## src/design/p10unpk_pkg.sv

```systemverilog
`timescale 1ns / 1ps
`default_nettype none
// ----------------------------------------------------------------------------
// p10unpk_pkg
// Shared constants, types and helpers for the packed 10-bit pixel unpacker.
// ----------------------------------------------------------------------------
package p10unpk_pkg;

   localparam int MAX_WIDTH = 8192;
   localparam int MAX_ROWS  = 8192;

   localparam int BYTE_W    = 8;
   localparam int PIXEL_W   = 10;
   localparam int STORE_W   = 9;
   localparam int HELD_W    = 4;
   localparam int LEN_W     = 14;
   localparam int COLUMN_W  = $clog2(MAX_WIDTH);
   localparam int ROW_W     = $clog2(MAX_ROWS);
   localparam int ACC_W     = STORE_W + BYTE_W;
   localparam int TOTAL_W   = HELD_W + 1;

   localparam logic [LEN_W-1:0]   MAX_WIDTH_LEN = LEN_W'(MAX_WIDTH);
   localparam logic [LEN_W-1:0]   MAX_ROWS_LEN  = LEN_W'(MAX_ROWS);
   localparam logic [TOTAL_W-1:0] PIXEL_BITS    = TOTAL_W'(PIXEL_W);
   localparam logic [TOTAL_W-1:0] BYTE_BITS     = TOTAL_W'(BYTE_W);

   // csr register indexes
   typedef enum logic [0:0] {
      CSR_ROW_WIDTH = 1'b0,
      CSR_ROW_COUNT = 1'b1
   } csr_index_type;

   typedef struct packed {
      logic [PIXEL_W-1:0] pixel;
      logic               row_end;
      logic               frame_end;
   } result_type;

   // zero acts as one, anything above the maximum saturates
   function automatic logic [LEN_W-1:0] clamp_len(input logic [LEN_W-1:0] v,
                                                  input logic [LEN_W-1:0] maxv);
      logic [LEN_W-1:0] r;
      if (v == '0) begin
         r = LEN_W'(1);
      end else if (v > maxv) begin
         r = maxv;
      end else begin
         r = v;
      end
      return r;
   endfunction

endpackage
`default_nettype wire

```

## src/design/packed_10bit_pixel_unpacker_core.sv

```systemverilog
`timescale 1ns / 1ps
`default_nettype none
// ----------------------------------------------------------------------------
// packed_10bit_pixel_unpacker_core
// Unpacks a little-endian bitstream of 10-bit pixels, one byte per transaction,
// with row and frame end marks on the pixel results.
// ----------------------------------------------------------------------------
// Takes one packed byte per clock while req_stall is low and gives zero or one
// 10-bit pixel for it. The bit accumulator, column and row counters update in
// the same cycle as the byte is accepted, so a byte can be accepted every
// clock unless stalled; results are registered in an output register backed
// by a one-entry skid buffer; req_stall rises only while that buffer is full.
// Rows start on byte boundaries: pad bits after a row's last pixel are
// dropped. row_width and row_count treat 0 as 1 and saturate at 8192; write
// them only while the block is idle.
module packed_10bit_pixel_unpacker_core (
   input  wire logic                                    clock,
   input  wire logic                                    reset,
   input  wire logic                                    csr_write_enable,
   input  wire logic [0:0]                              csr_index,
   input  wire logic [p10unpk_pkg::LEN_W-1:0]           csr_write_data,
   input  wire logic                                    req_valid,
   output      logic                                    req_stall,
   input  wire logic [p10unpk_pkg::BYTE_W-1:0]          req_data_byte,
   output      logic                                    rsp_valid,
   input  wire logic                                    rsp_stall,
   output      logic [p10unpk_pkg::PIXEL_W-1:0]         rsp_pixel,
   output      logic                                    rsp_row_end,
   output      logic                                    rsp_frame_end
);

   logic [p10unpk_pkg::LEN_W-1:0]    row_width_ff;
   logic [p10unpk_pkg::LEN_W-1:0]    row_count_ff;
   logic [p10unpk_pkg::STORE_W-1:0]  bit_store_ff, bit_store_in;
   logic [p10unpk_pkg::HELD_W-1:0]   bits_held_ff, bits_held_in;
   logic [p10unpk_pkg::COLUMN_W-1:0] column_ff, column_in;
   logic [p10unpk_pkg::ROW_W-1:0]    row_ff, row_in;

   logic                             out_valid_ff, out_valid_in;
   p10unpk_pkg::result_type          out_data_ff, out_data_in;
   logic                             skid_valid_ff, skid_valid_in;
   p10unpk_pkg::result_type          skid_data_ff, skid_data_in;

   logic                             accept;
   logic                             out_taken;
   logic [p10unpk_pkg::ACC_W-1:0]    acc;
   logic [p10unpk_pkg::TOTAL_W-1:0]  total;
   logic                             emit;
   logic [p10unpk_pkg::LEN_W-1:0]    width_eff;
   logic [p10unpk_pkg::LEN_W-1:0]    rows_eff;
   logic                             last_col;
   logic                             last_row;
   p10unpk_pkg::result_type          result;

   assign accept    = req_valid && !req_stall;
   assign out_taken = out_valid_ff && !rsp_stall;

   // bit accumulator and counters
   always_comb begin
      acc       = {{p10unpk_pkg::BYTE_W{1'b0}}, bit_store_ff}
                | (p10unpk_pkg::ACC_W'(req_data_byte) << bits_held_ff);
      total     = {1'b0, bits_held_ff} + p10unpk_pkg::BYTE_BITS;
      emit      = total >= p10unpk_pkg::PIXEL_BITS;
      width_eff = p10unpk_pkg::clamp_len(row_width_ff, p10unpk_pkg::MAX_WIDTH_LEN);
      rows_eff  = p10unpk_pkg::clamp_len(row_count_ff, p10unpk_pkg::MAX_ROWS_LEN);
      last_col  = ({1'b0, column_ff} + p10unpk_pkg::LEN_W'(1)) >= width_eff;
      last_row  = ({1'b0, row_ff} + p10unpk_pkg::LEN_W'(1)) >= rows_eff;

      result.pixel     = acc[p10unpk_pkg::PIXEL_W-1:0];
      result.row_end   = last_col;
      result.frame_end = last_col && last_row;

      bit_store_in = bit_store_ff;
      bits_held_in = bits_held_ff;
      column_in    = column_ff;
      row_in       = row_ff;
      if (accept) begin
         if (!emit) begin
            bit_store_in = acc[p10unpk_pkg::STORE_W-1:0];
            bits_held_in = total[p10unpk_pkg::HELD_W-1:0];
         end else if (last_col) begin
            // pad bits of the row's final byte are dropped
            bit_store_in = '0;
            bits_held_in = '0;
            column_in    = '0;
            row_in       = last_row ? '0 : row_ff + p10unpk_pkg::ROW_W'(1);
         end else begin
            bit_store_in = p10unpk_pkg::STORE_W'(acc >> p10unpk_pkg::PIXEL_W);
            bits_held_in = p10unpk_pkg::HELD_W'(total - p10unpk_pkg::PIXEL_BITS);
            column_in    = column_ff + p10unpk_pkg::COLUMN_W'(1);
         end
      end
   end

   // output register with one-entry skid
   always_comb begin
      out_valid_in  = out_valid_ff;
      out_data_in   = out_data_ff;
      skid_valid_in = skid_valid_ff;
      skid_data_in  = skid_data_ff;
      if (out_taken) begin
         out_valid_in  = skid_valid_ff;
         out_data_in   = skid_data_ff;
         skid_valid_in = 1'b0;
      end
      if (accept && emit) begin
         if (!out_valid_in) begin
            out_valid_in = 1'b1;
            out_data_in  = result;
         end else begin
            skid_valid_in = 1'b1;
            skid_data_in  = result;
         end
      end
   end

   always_ff @(posedge clock) begin
      if (reset) begin
         row_width_ff  <= p10unpk_pkg::LEN_W'(1);
         row_count_ff  <= p10unpk_pkg::LEN_W'(1);
         bit_store_ff  <= '0;
         bits_held_ff  <= '0;
         column_ff     <= '0;
         row_ff        <= '0;
         out_valid_ff  <= 1'b0;
         skid_valid_ff <= 1'b0;
      end else begin
         if (csr_write_enable) begin
            case (p10unpk_pkg::csr_index_type'(csr_index))
               p10unpk_pkg::CSR_ROW_WIDTH: row_width_ff <= csr_write_data;
               p10unpk_pkg::CSR_ROW_COUNT: row_count_ff <= csr_write_data;
               default: ;
            endcase
         end
         bit_store_ff  <= bit_store_in;
         bits_held_ff  <= bits_held_in;
         column_ff     <= column_in;
         row_ff        <= row_in;
         out_valid_ff  <= out_valid_in;
         skid_valid_ff <= skid_valid_in;
      end
   end

   always_ff @(posedge clock) begin
      out_data_ff  <= out_data_in;
      skid_data_ff <= skid_data_in;
   end

   assign req_stall     = skid_valid_ff;
   assign rsp_valid     = out_valid_ff;
   assign rsp_pixel     = out_data_ff.pixel;
   assign rsp_row_end   = out_data_ff.row_end;
   assign rsp_frame_end = out_data_ff.frame_end;

`ifndef SYNTHESIS
   // skid only fills behind a held output
   a_skid_behind_out: assert property (@(posedge clock) disable iff (reset)
      skid_valid_ff |-> out_valid_ff)
      else $error("skid buffer full while output register empty");

   a_held_bits_range: assert property (@(posedge clock) disable iff (reset)
      bits_held_ff <= p10unpk_pkg::HELD_W'(9))
      else $error("bit accumulator holds more than nine bits");

   a_frame_end_is_row_end: assert property (@(posedge clock) disable iff (reset)
      rsp_valid && rsp_frame_end |-> rsp_row_end)
      else $error("frame end without row end");

   a_row_end_clears: assert property (@(posedge clock) disable iff (reset)
      accept && emit && last_col |=> bits_held_ff == '0 && column_ff == '0)
      else $error("row end did not clear accumulator and column");
`endif

endmodule
`default_nettype wire
```

## config.mk

```make
export PLATFORM = sky130hd
export DESIGN_NAME = packed_10bit_pixel_unpacker_core
export DESIGN_NICKNAME = d
export VERILOG_FILES = /design/src/design/p10unpk_pkg.sv /design/src/design/packed_10bit_pixel_unpacker_core.sv
export SDC_FILE = /design/constraint.sdc
export NUM_CORES = 1
export LEC_CHECK = 0
export BUFFER_PORTS_ARGS = -buffer_cell sky130_fd_sc_hd__buf_2
export CAP_MARGIN = 5
export CORE_MARGIN = 2
export CORE_UTILIZATION = 50
export DETAILED_ROUTE_END_ITERATION = 10
export GPL_ROUTABILITY_DRIVEN = 0
export PLACE_DENSITY_LB_ADDON = 0.2
export SYNTH_ARGS = -nofsm -noshare
export SYNTH_HDL_FRONTEND = slang
export SYNTH_SLANG_ARGS = --single-unit
```

## constraint.sdc

```tcl
create_clock -name clock -period 5.75 [get_ports clock]
set_clock_uncertainty 0.15 [all_clocks]
set_input_delay 0.2875 -clock clock [delete_from_list [all_inputs] [get_ports clock]]
set_output_delay 0.2875 -clock clock [all_outputs]
set_load 0.03 [all_outputs]
```

# [Yosys cells after proc, flatten, opt, wreduce, memory -nomap -nowiden]
# Index checks and enable logic that the tools add are counted.
[classes] shift=1 n_lt_le_gt_ge=5 addsub=6 reduce_logical=13 bitwise_logic=2 n_mux=18
[ops] cell="$mux 14" n=4
[ops] cell="$mux 12" n=3
[ops] cell="$add 13x1->14 const B" n=2
[ops] cell="$ge 14x14->1" n=2
[ops] cell="$gt 14x14->1 const B" n=2
[ops] cell="$logic_not 14->1" n=2
[ops] cell="$add 13x1->13 const B" n=2
[ops] cell="$mux 13" n=2
[ops] cell="$or 9x17->17" n=1
[ops] cell="$shl 8x4->17" n=1
[ops] cell="$mux 9" n=1
[ops] cell="$mux 4" n=2
[ops] cell="$reduce_and 2->1" n=4
[ops] cell="$mux 7" n=1
[ops] cell="$add 4x4->5 const B" n=1
[ops] cell="$ge 5x4->1 const B" n=1
[ops] cell="$mux 1" n=5
[ops] cell="$logic_and 1x1->1" n=4
[ops] cell="$sub 4x4->4 const B" n=1
[ops] cell="$reduce_and 3->1" n=1
[ops] cell="$logic_not 1->1" n=2
[ops] cell="$not 1->1" n=1
[totals] output_inout_bits=14 wordCells=59 ff_bits=93

# [Depth between registers and ports, before layout]
# Gate-level depths: netlist of run 1.
[depth] word_depth=7 depth_mapped=15 ltp_nobuf=12

# [Worst setup path after synthesis of run 1]
# No wires, ideal clock.
[synth_path] path_kind="flip-flop to flip-flop" startpoint="register column_ff[2] (netlist bit)" endpoint="register row_ff[11] (netlist bit)" stages_incl_launch_ff=13 arrival_ps=2874 path_buffers=2 setup_ps=85 path_slack_ps=2642 required_ps=5515 path_cell_list="dfxtp_1 nand3_1 or2_2 clkbuf_1 nor2_1 xor2_1 ha_1 nand4_1 a211oi_1 a21oi_2 or3_1 buf_6 o31ai_2"
[synth_via] elab_chain_cells=3
[synth_lines] element="start, declared" line_no="packed_10bit_pixel_unpacker_core.sv:36" text="logic [p10unpk_pkg::COLUMN_W-1:0] column_ff, column_in;"
[synth_lines] element="start signal, assigned" line_no="packed_10bit_pixel_unpacker_core.sv:137" text="column_ff <= column_in;"
[synth_lines] element="$add 13x1->14" line_no="packed_10bit_pixel_unpacker_core.sv:66" text="last_col = ({1'b0, column_ff} + p10unpk_pkg::LEN_W'(1)) >= width_eff;"
[synth_lines] element="$ge 14x14->1" line_no="packed_10bit_pixel_unpacker_core.sv:66"
[synth_lines] element="$reduce_and 3->1 (no line)"
[synth_lines] element="end signal, assigned" line_no="packed_10bit_pixel_unpacker_core.sv:138" text="row_ff <= row_in;"
[synth_lines] element="end, declared" line_no="packed_10bit_pixel_unpacker_core.sv:37" text="logic [p10unpk_pkg::ROW_W-1:0] row_ff, row_in;"
# Every way passes these cells.
# A chain may end at the register's enable or synchronous reset.

# [Worst setup path in the final report of run 1]
[layout_path] startpoint="register column_ff[0] (netlist bit)" endpoint="register row_ff[11] (netlist bit)"
# Same word-level chain as after synthesis.

==> impl_results.rst, run 1 <==
.. list-table::
   :header-rows: 1

   * - Metric
     - Value
   * - Clock sinks
     - 92
   * - Signed area change from the synthesized netlist to the final layout
     - 8.27%
   * - P per Cell Area
     - 380 nW/µm²
   * - Setup Total Neg Slack
     - 0 ns
   * - Max Buffers Root-to-Sink
     - 2
   * - HPWL after detailed placement
     - a little over 8 mm
   * - Post-detailed-route count of antenna-violating nets
     - 0
   * - Number of core rows
     - 36
   * - Layout fillers
     - roughly 970
   * - Worst Reg-to-Reg Cells
     - 12
   * - Critical path data arrival time
     - between 3 and 4 ns
   * - Critical path class
     - reg2reg
   * - Initial antenna violation count
     - 0
   * - Internal reg-to-reg setup slack
     - between 2 and 2.5 ns
   * - WHS
     - approximately 0.029 ns
   * - Post-route cell area
     - 5520 µm²
   * - Worst-margin pin slew
     - about 1.1 ns
   * - End of the worst register-to-register path
     - row_ff[11]
   * - Net count after synthesis
     - 681
   * - Maximum clock frequency
     - between 0.2 and 0.3 GHz
   * - Hold bufs inserted after CTS
     - 0
   * - Share of final-layout standard cells stronger than drive strength 1
     - approximately an eighth
   * - Warning count from the yosys run
     - 0
   * - RR Startpoint
     - column_ff[0]
   * - Most used DFF post-synth
     - sky130_fd_sc_hd__dfxtp_1
   * - Worst relative slew slack
     - between 20 and 30%
   * - Per-cell via count in the routed design
     - roughly 5.6
   * - Capture point of the worst path
     - row_ff[11]
   * - Leak
     - 2.18 nW
   * - Routed length per instance
     - 14.4 µm
   * - Syn Std Cell Area
     - 5100 µm²
   * - Placeable core region
     - just under 10000 µm²
   * - Die Span X
     - ~100 µm
   * - Minimum clock period after layout
     - 3.71 ns
   * - Class of the worst hold path
     - in2reg
   * - Post-synthesis area per instance
     - between 8 and 9 µm²
   * - Peak supply drop
     - around 0.19 mV
   * - First-pass GRT wire length
     - 19.0 mm
   * - Setup Buffers After CTS
     - 0
   * - Register area
     - between 1500 and 2000 µm²
   * - Pin count of the biggest net entering global routing
     - 56
   * - Sequential share of the synthesized area
     - between 30 and 40%
   * - Setup repair after global routing missed its margin
     - no
   * - Nature of the critical path endpoint
     - flip-flop
   * - Critical path startpoint
     - column_ff[0]
   * - Nets
     - 699
   * - Critical path startpoint category
     - flip-flop
   * - Gate Count Post-Synth
     - just over 600
   * - I/O pin total
     - 42
   * - Total global routing track utilization
     - 20.9%
   * - Pins Over Slew Limit
     - 0
   * - Placed Area
     - around 5300 µm²
   * - Port-buffer cells
     - 41
   * - TritonRoute pass-1 iters
     - 4
   * - Number of distinct library cell variants in the gate-level netlist after synthesis
     - 57
   * - Number of max-capacitance violations reported
     - 0
   * - Clock buffer count from CTS
     - 9
   * - Grt total ovfl
     - 0
   * - Async set-or-reset flop fraction in the synthesized netlist
     - 0%
   * - Maximum net fanout on the critical path
     - 32
   * - Routed wire length
     - 11.2 mm
   * - Detailed-route via count
     - approximately 4300
   * - Number of global-route vias before repair
     - approximately 4100
   * - Count of flip-flops with a built-in enable after synthesis
     - 12
   * - Required time of the worst setup path
     - slightly below 6 ns
   * - Final Hold Viols
     - 0
   * - Starting utilization of the core area
     - between 50 and 60%
   * - DR iter-0 viols
     - between 200 and 250
   * - Outcome
     - complete, no violations
   * - Resized Gates After CTS
     - 0
   * - Final worst path period share
     - approximately 65%
   * - Worst-Skew Late Latency
     - 0.37 ns
   * - Drt drc
     - 0
   * - Post-CTS clock slew at the launch and capture registers of the worst setup and hold paths
     - about 0.11 ns
   * - TritonCTS clock tree
     - done
   * - Root cell of the clock tree
     - sky130_fd_sc_hd__clkbuf_8
   * - FF+latch count, synth
     - between 90 and 100
   * - Y dimension of the die
     - between 100 and 150 µm
   * - Total area of multi-input combinational cells
     - just under 3000 µm²
   * - Area of the die
     - approximately 11000 µm²
   * - Final-report setup violation count
     - 0
   * - Level count of the clock H-tree
     - 3
   * - Antenna Cells
     - 0
-- metal layers --
metal / vias up / global-route usage [%] / routed length (µm)
met4: 0 / 6.67 / 184
met1: 1987 / 27.0 / 5300
met5: - / 0 / 0
met2: 88 / 35.3 / 5290
li1: 2230 / - / -
met3: 16 / 3.99 / 426
-- critical path, stage by stage, from the launching register on --
cell	delay [ns]
sky130_fd_sc_hd__dfxtp_1	0.43
sky130_fd_sc_hd__ha_1	0.28
sky130_fd_sc_hd__and4_1	0.30
sky130_fd_sc_hd__nand2_1	0.07
sky130_fd_sc_hd__nor2_1	0.18
sky130_fd_sc_hd__xor2_1	0.11
sky130_fd_sc_hd__ha_1	0.33
sky130_fd_sc_hd__nand4_1	0.12
sky130_fd_sc_hd__a211oi_1	0.49
sky130_fd_sc_hd__a21oi_2	0.10
sky130_fd_sc_hd__buf_4	0.26
sky130_fd_sc_hd__or3_1	0.57
sky130_fd_sc_hd__o31ai_2	0.23
-- Yosys cell counts, drive strengths merged (10+ instances only) --
| library cell | n | share of area [%] |
|---|---|---|
| a211oi | 10 | 1.6 |
| a21o | 10 | 1.5 |
| a21oi | 68 | 6.8 |
| buf | 12 | 1.5 |
| clkbuf | 25 | 1.8 |
| dfxtp | 80 | 31 |
| edfxtp | 12 | 7.1 |
| ha | 32 | 7.9 |
| inv | 14 | 1.0 |
| mux2i | 16 | 3.1 |
| nand2 | 129 | 9.5 |
| nand3 | 28 | 2.7 |
| nor2 | 34 | 2.5 |
| nor2b | 10 | 1.2 |
| nor3 | 11 | 1.1 |
| o21ai | 22 | 2.2 |
| xnor2 | 11 | 1.9 |
-- power by group --
group	internal [W]	total, W	switching (W)
Combinational	0.000281	0.000812	0.000532
Sequential	0.000760	0.000846	0.0000866
Clock	0.000172	0.000437	0.000265
Total	0.00121	0.00210	0.000883
-- flip-flops by register name (all words and copies together), names as in the netlist --
register and cells:
bit_store_ff 9, rsp_pixel 10, row_count_ff 14, skid_data_ff 12, row_ff 13, row_width_ff 14, rsp_valid 1, req_stall 1
rsp_frame_end 1, column_ff 13, rsp_row_end 1, bits_held_ff 3
-- cell type report --
| class | count | share of cell area (%) |
|---|---|---|
| clock buffer | 9 | 2.24 |
| clock inverter | 7 | 1.36 |
| inverter | 15 | 1.02 |
| multi-input combinational | 477 | 52.7 |
| sequential | 92 | 35.5 |
| tap | 133 | 3.01 |
| timing repair buffer | 44 | 4.12 |
-- kinds of logic after synthesis --
kind of cell | count (synthesis) | share of synthesized area [%]
AND/OR/NAND/NOR | 257 | 23.0
flip-flops | 92 | 38.5
buffers and inverters | 52 | 4.46
AO/OA/AOI/OAI | 150 | 19.2
multiplexers | 18 | 3.58
adder cells (fa/ha/maj) | 32 | 7.85
XOR/XNOR | 20 | 3.43
-- cells in the final DEF (no fill, tap or decap), types with 6 or more instances in the layout --
master | synthesis | routed
sky130_fd_sc_hd__nand2_1 | 129 | 129
sky130_fd_sc_hd__a21oi_1 | 66 | 66
sky130_fd_sc_hd__mux2i_1 | 16 | 16
sky130_fd_sc_hd__clkbuf_8 | 0 | 9
sky130_fd_sc_hd__inv_1 | 14 | 14
sky130_fd_sc_hd__nor2_1 | 34 | 34
sky130_fd_sc_hd__nand4_1 | 9 | 9
sky130_fd_sc_hd__edfxtp_1 | 12 | 12
sky130_fd_sc_hd__a21o_1 | 10 | 10
sky130_fd_sc_hd__nor2b_1 | 10 | 10
sky130_fd_sc_hd__buf_2 | 5 | 41
sky130_fd_sc_hd__dfxtp_1 | 80 | 80
sky130_fd_sc_hd__o2bb2a_1 | 6 | 6
sky130_fd_sc_hd__nand3_1 | 28 | 28
sky130_fd_sc_hd__a211oi_1 | 9 | 9
sky130_fd_sc_hd__o21ai_0 | 19 | 19
sky130_fd_sc_hd__nor3_1 | 11 | 11
sky130_fd_sc_hd__ha_1 | 32 | 32
sky130_fd_sc_hd__xnor2_1 | 11 | 11
sky130_fd_sc_hd__xor2_1 | 9 | 9
sky130_fd_sc_hd__nand2b_1 | 7 | 7
-- stage by stage --
| step | power, W | util, % | std cells | setup slack (ns) |
|---|---|---|---|---|
| 6_report | 0.00210 | 56.2 | 777 | 2.04 |
| 5_1_grt | 0.00224 | 56.2 | 777 | 1.79 |
| 4_1_cts | 0.00211 | 56.2 | 777 | 2.05 |
| 3_5_place_dp | 0.00167 | 54.2 | 761 | 2.08 |
| 3_3_place_gp | 0.00166 | 54.2 | 761 | 2.25 |
| 2_1_floorplan | 0.00148 | - | 621 | 2.64 |
-- how the worst min path moves through the flow --
stage,slack (ns),from,end,cells after the start
after floorplan,0.27,csr_write_data[10],row_count_ff[10],2
after global placement,0.31,bit_store_ff[3],bit_store_ff[3],2
after detailed placement,0.31,bit_store_ff[3],bit_store_ff[3],2
after CTS,0.009,csr_write_data[13],row_count_ff[13],3
after global routing,0.02,csr_write_data[0],row_count_ff[0],3
final,0.03,csr_write_data[3],row_count_ff[3],3
Power figures use the tool's default switching activity.
==> inputs of run 2 (changes only) <==
==> constraint.sdc (replaced) <==
create_clock -name clock -period 3.4 [get_ports clock]
set_clock_uncertainty 0.15 [all_clocks]
set_input_delay 0.17 -clock clock [delete_from_list [all_inputs] [get_ports clock]]
set_output_delay 0.17 -clock clock [all_outputs]
set_load 0.03 [all_outputs]
==> impl_results.rst, run 2 (synthesized netlist as in run 1, its figures left out) <==
.. list-table::
   :header-rows: 1

   * - Metric
     - Value
   * - Outcome
     - complete, no violations
   * - Worst relative slew slack
     - 45.0% (+16 points)
   * - Number of max-capacitance violations reported
     - 0 (unchanged)
   * - Grt total ovfl
     - 0 (unchanged)
   * - Commonest non-fill, non-tap cells in the layout
     - sky130_fd_sc_hd__nand2_1 (129), sky130_fd_sc_hd__dfxtp_1 (77), sky130_fd_sc_hd__a21oi_1 (66)
   * - Signed area change from the synthesized netlist to the final layout
     - 15.7%
   * - Antenna Cells
     - 0 (unchanged)
   * - Share of final-layout standard cells stronger than drive strength 1
     - 16.4% (+4.0 points)
   * - TritonRoute pass-1 iters
     - 4 (unchanged)
   * - Routed wire length
     - 11.9 mm (+6.5%)
   * - Final-report setup violation count
     - 0 (unchanged)
   * - TritonCTS clock tree
     - done
   * - Nature of the critical path endpoint
     - flip-flop
   * - Clock sinks
     - 92 (unchanged)
   * - Level count of the clock H-tree
     - 3 (unchanged)
   * - Die Span X
     - 105 µm (unchanged)
   * - Critical path cell sequence
     - nand3_2 > or2_4 > nor2_1 > xor2_1 > ha_1 > a21o_1 > a221o_1 > a21oi_2 > o211ai_4 > or3_4 > o31ai_2
   * - Max Buffers Root-to-Sink
     - 2 (unchanged)
   * - Setup Total Neg Slack
     - 0 ns (unchanged)
   * - Number of core rows
     - 36 (unchanged)
   * - Post-route cell area
     - 5900 µm² (+6.8%)
   * - Critical path startpoint category
     - flip-flop
   * - Final Hold Viols
     - 0 (unchanged)
   * - RR Startpoint
     - row_ff[0]
   * - I/O pin total
     - 42 (unchanged)
   * - Class of the worst hold path
     - in2reg
   * - P per Cell Area
     - 619 nW/µm² (+63%)
   * - Hold path cells
     - 2 (-1)
   * - Critical path's largest stage delay
     - 0.48 ns (-0.09 ns)
   * - Number of global-route vias before repair
     - 4356 (+6.3%)
   * - Pin count of the biggest net entering global routing
     - 55 (-1.8%)
   * - Leading registers by flop count
     - row_count_ff x14, row_width_ff x14
   * - Most frequent standard cell in the layout excluding fill and tap cells
     - sky130_fd_sc_hd__nand2_1
   * - Total global routing track utilization
     - 22.4% (+1.5 points)
   * - Maximum net fanout on the critical path
     - 9 (-72%)
   * - Root cell of the clock tree
     - sky130_fd_sc_hd__clkbuf_8
   * - Port-buffer cells
     - 41 (unchanged)
   * - Leak
     - 2.36 nW (+8.4%)
   * - Starting utilization of the core area
     - 51.9% (unchanged)
   * - Pins Over Slew Limit
     - 0 (unchanged)
   * - Minimum clock period after layout
     - 3.26 ns (-0.448 ns)
   * - Post-detailed-route count of antenna-violating nets
     - 0 (unchanged)
   * - Routed length per instance
     - 14.6 µm (+1.4%)
   * - Clock buffer count from CTS
     - 9 (unchanged)
   * - Placed Area
     - 5490 µm² (+3.2%)
   * - Area of the die
     - 11000 µm² (unchanged)
   * - Y dimension of the die
     - 105 µm (unchanged)
   * - HPWL after detailed placement
     - 8.52 mm (+4.6%)
   * - Placeable core region
     - 9820 µm² (unchanged)
   * - Cell class contributing the biggest share of worst-path delay
     - compound AO/OA/AOI/OAI gates
   * - Post-CTS clock slew at the launch and capture registers of the worst setup and hold paths
     - 0.10 ns (about the same)
   * - First-pass GRT wire length
     - 20.3 mm (+7.0%)
   * - Detailed-route via count
     - 4467 (+3.4%)
   * - Drt drc
     - 0 (unchanged)
   * - Critical path data arrival time
     - 3.40 ns (-0.44 ns)
   * - DR iter-0 viols
     - 197 (-14%)
   * - Final worst path period share
     - 96.0% (+31 points)
   * - Critical path startpoint
     - row_ff[0]
   * - Worst Reg-to-Reg Cells
     - 11 (-1)
   * - Worst-Skew Late Latency
     - 0.37 ns (about the same)
   * - Per-cell via count in the routed design
     - 5.47 (-1.6%)
   * - Required time of the worst setup path
     - 3.54 ns (-2.34 ns)
   * - Critical path class
     - reg2reg
   * - Hold wc startpoint
     - req_data_byte[1]
   * - Worst-margin pin slew
     - 0.823 ns (-0.243 ns)
   * - Critical path depth in cells
     - 11 (-1)
   * - Nets
     - 738 (+5.6%)
   * - Maximum clock frequency
     - 0.306 GHz (+14%)
   * - Crit path max-delay cell type
     - sky130_fd_sc_hd__or3_4
   * - CP Buf/Inv Count
     - 0 (-1)
   * - Initial antenna violation count
     - 0 (unchanged)
   * - Peak supply drop
     - 0.282 mV (+51%)
run 2: cell types whose count changed in the layout (fill, tap and decap cells not counted), moves of 3 or more:
cell / before / now
sky130_fd_sc_hd__dfxtp_2: 0 / 3
sky130_fd_sc_hd__dlygate4sd3_1: 0 / 16
sky130_fd_sc_hd__buf_4: 3 / 25
sky130_fd_sc_hd__dfxtp_1: 80 / 77
run 2: timing repair:
item,4_1_cts,5_1_grt
setup endpoints to repair,8,15
hold endpoints to repair,28,0
hold buffers,16,0
resized for setup,1,11
gates cloned,0,0
pin swaps,0,3
buffers inserted,0,2
run 2: routing by layer:
layer | GRT usage, % | routed length [µm]
met5 | 0 | 0
met4 | 5.24 | 115
met3 | 3.62 | 452
met2 | 40.2 | 5870
met1 | 28.1 | 5490
run 2: through the flow:
stage	util (%)	power, W	std cells	hold WS (ns)	setup slack, ns
3_5_place_dp	55.9	0.00293	782	0.281	-0.0540
3_3_place_gp	55.9	0.00289	782	0.288	0.0742
5_1_grt	60.1	0.00390	816	0.0586	-0.0292
4_1_cts	59.5	0.00366	814	0.0391	0.00346
2_1_floorplan	-	0.00251	621	0.156	0.292
6_report	60.1	0.00365	816	0.0457	0.136
run 2: final cells by class:
type / count / area, µm²
fill: 920 / 3920
multi-input combinational: 477 / 2950
clock buffer: 9 / 124
sequential: 92 / 1970
timing repair buffer: 83 / 573
clock inverter: 7 / 63.8
tap: 133 / 166
inverter: 15 / 56.3
run 2: worst reg2reg max path, cell delays in order, from the launching register on:
cell	delay, ns
sky130_fd_sc_hd__dfxtp_2	0.39
sky130_fd_sc_hd__nand3_2	0.12
sky130_fd_sc_hd__or2_4	0.29
sky130_fd_sc_hd__nor2_1	0.13
sky130_fd_sc_hd__xor2_1	0.24
sky130_fd_sc_hd__ha_1	0.29
sky130_fd_sc_hd__a21o_1	0.19
sky130_fd_sc_hd__a221o_1	0.33
sky130_fd_sc_hd__a21oi_2	0.22
sky130_fd_sc_hd__o211ai_4	0.16
sky130_fd_sc_hd__or3_4	0.48
sky130_fd_sc_hd__o31ai_2	0.19
run 2: path summary, 6_finish.rpt:
| kind | slack, ns | to |
|---|---|---|
| max | 0.14 | row_ff[11] |
| min | 0.05 | skid_data_ff[3] |
| max reg2reg | 0.14 | row_ff[11] |
| min reg2reg | 0.32 | row_width_ff[6] |
run 2: power by group:
part	total [W]	switching, W	leakage [nW]	internal [W]
logic	0.00154	0.000967	1.50	0.000568
clock network	0.000730	0.000444	0.0960	0.000285
registers	0.00139	0.000102	0.765	0.00129
total	0.00365	0.00151	2.36	0.00214
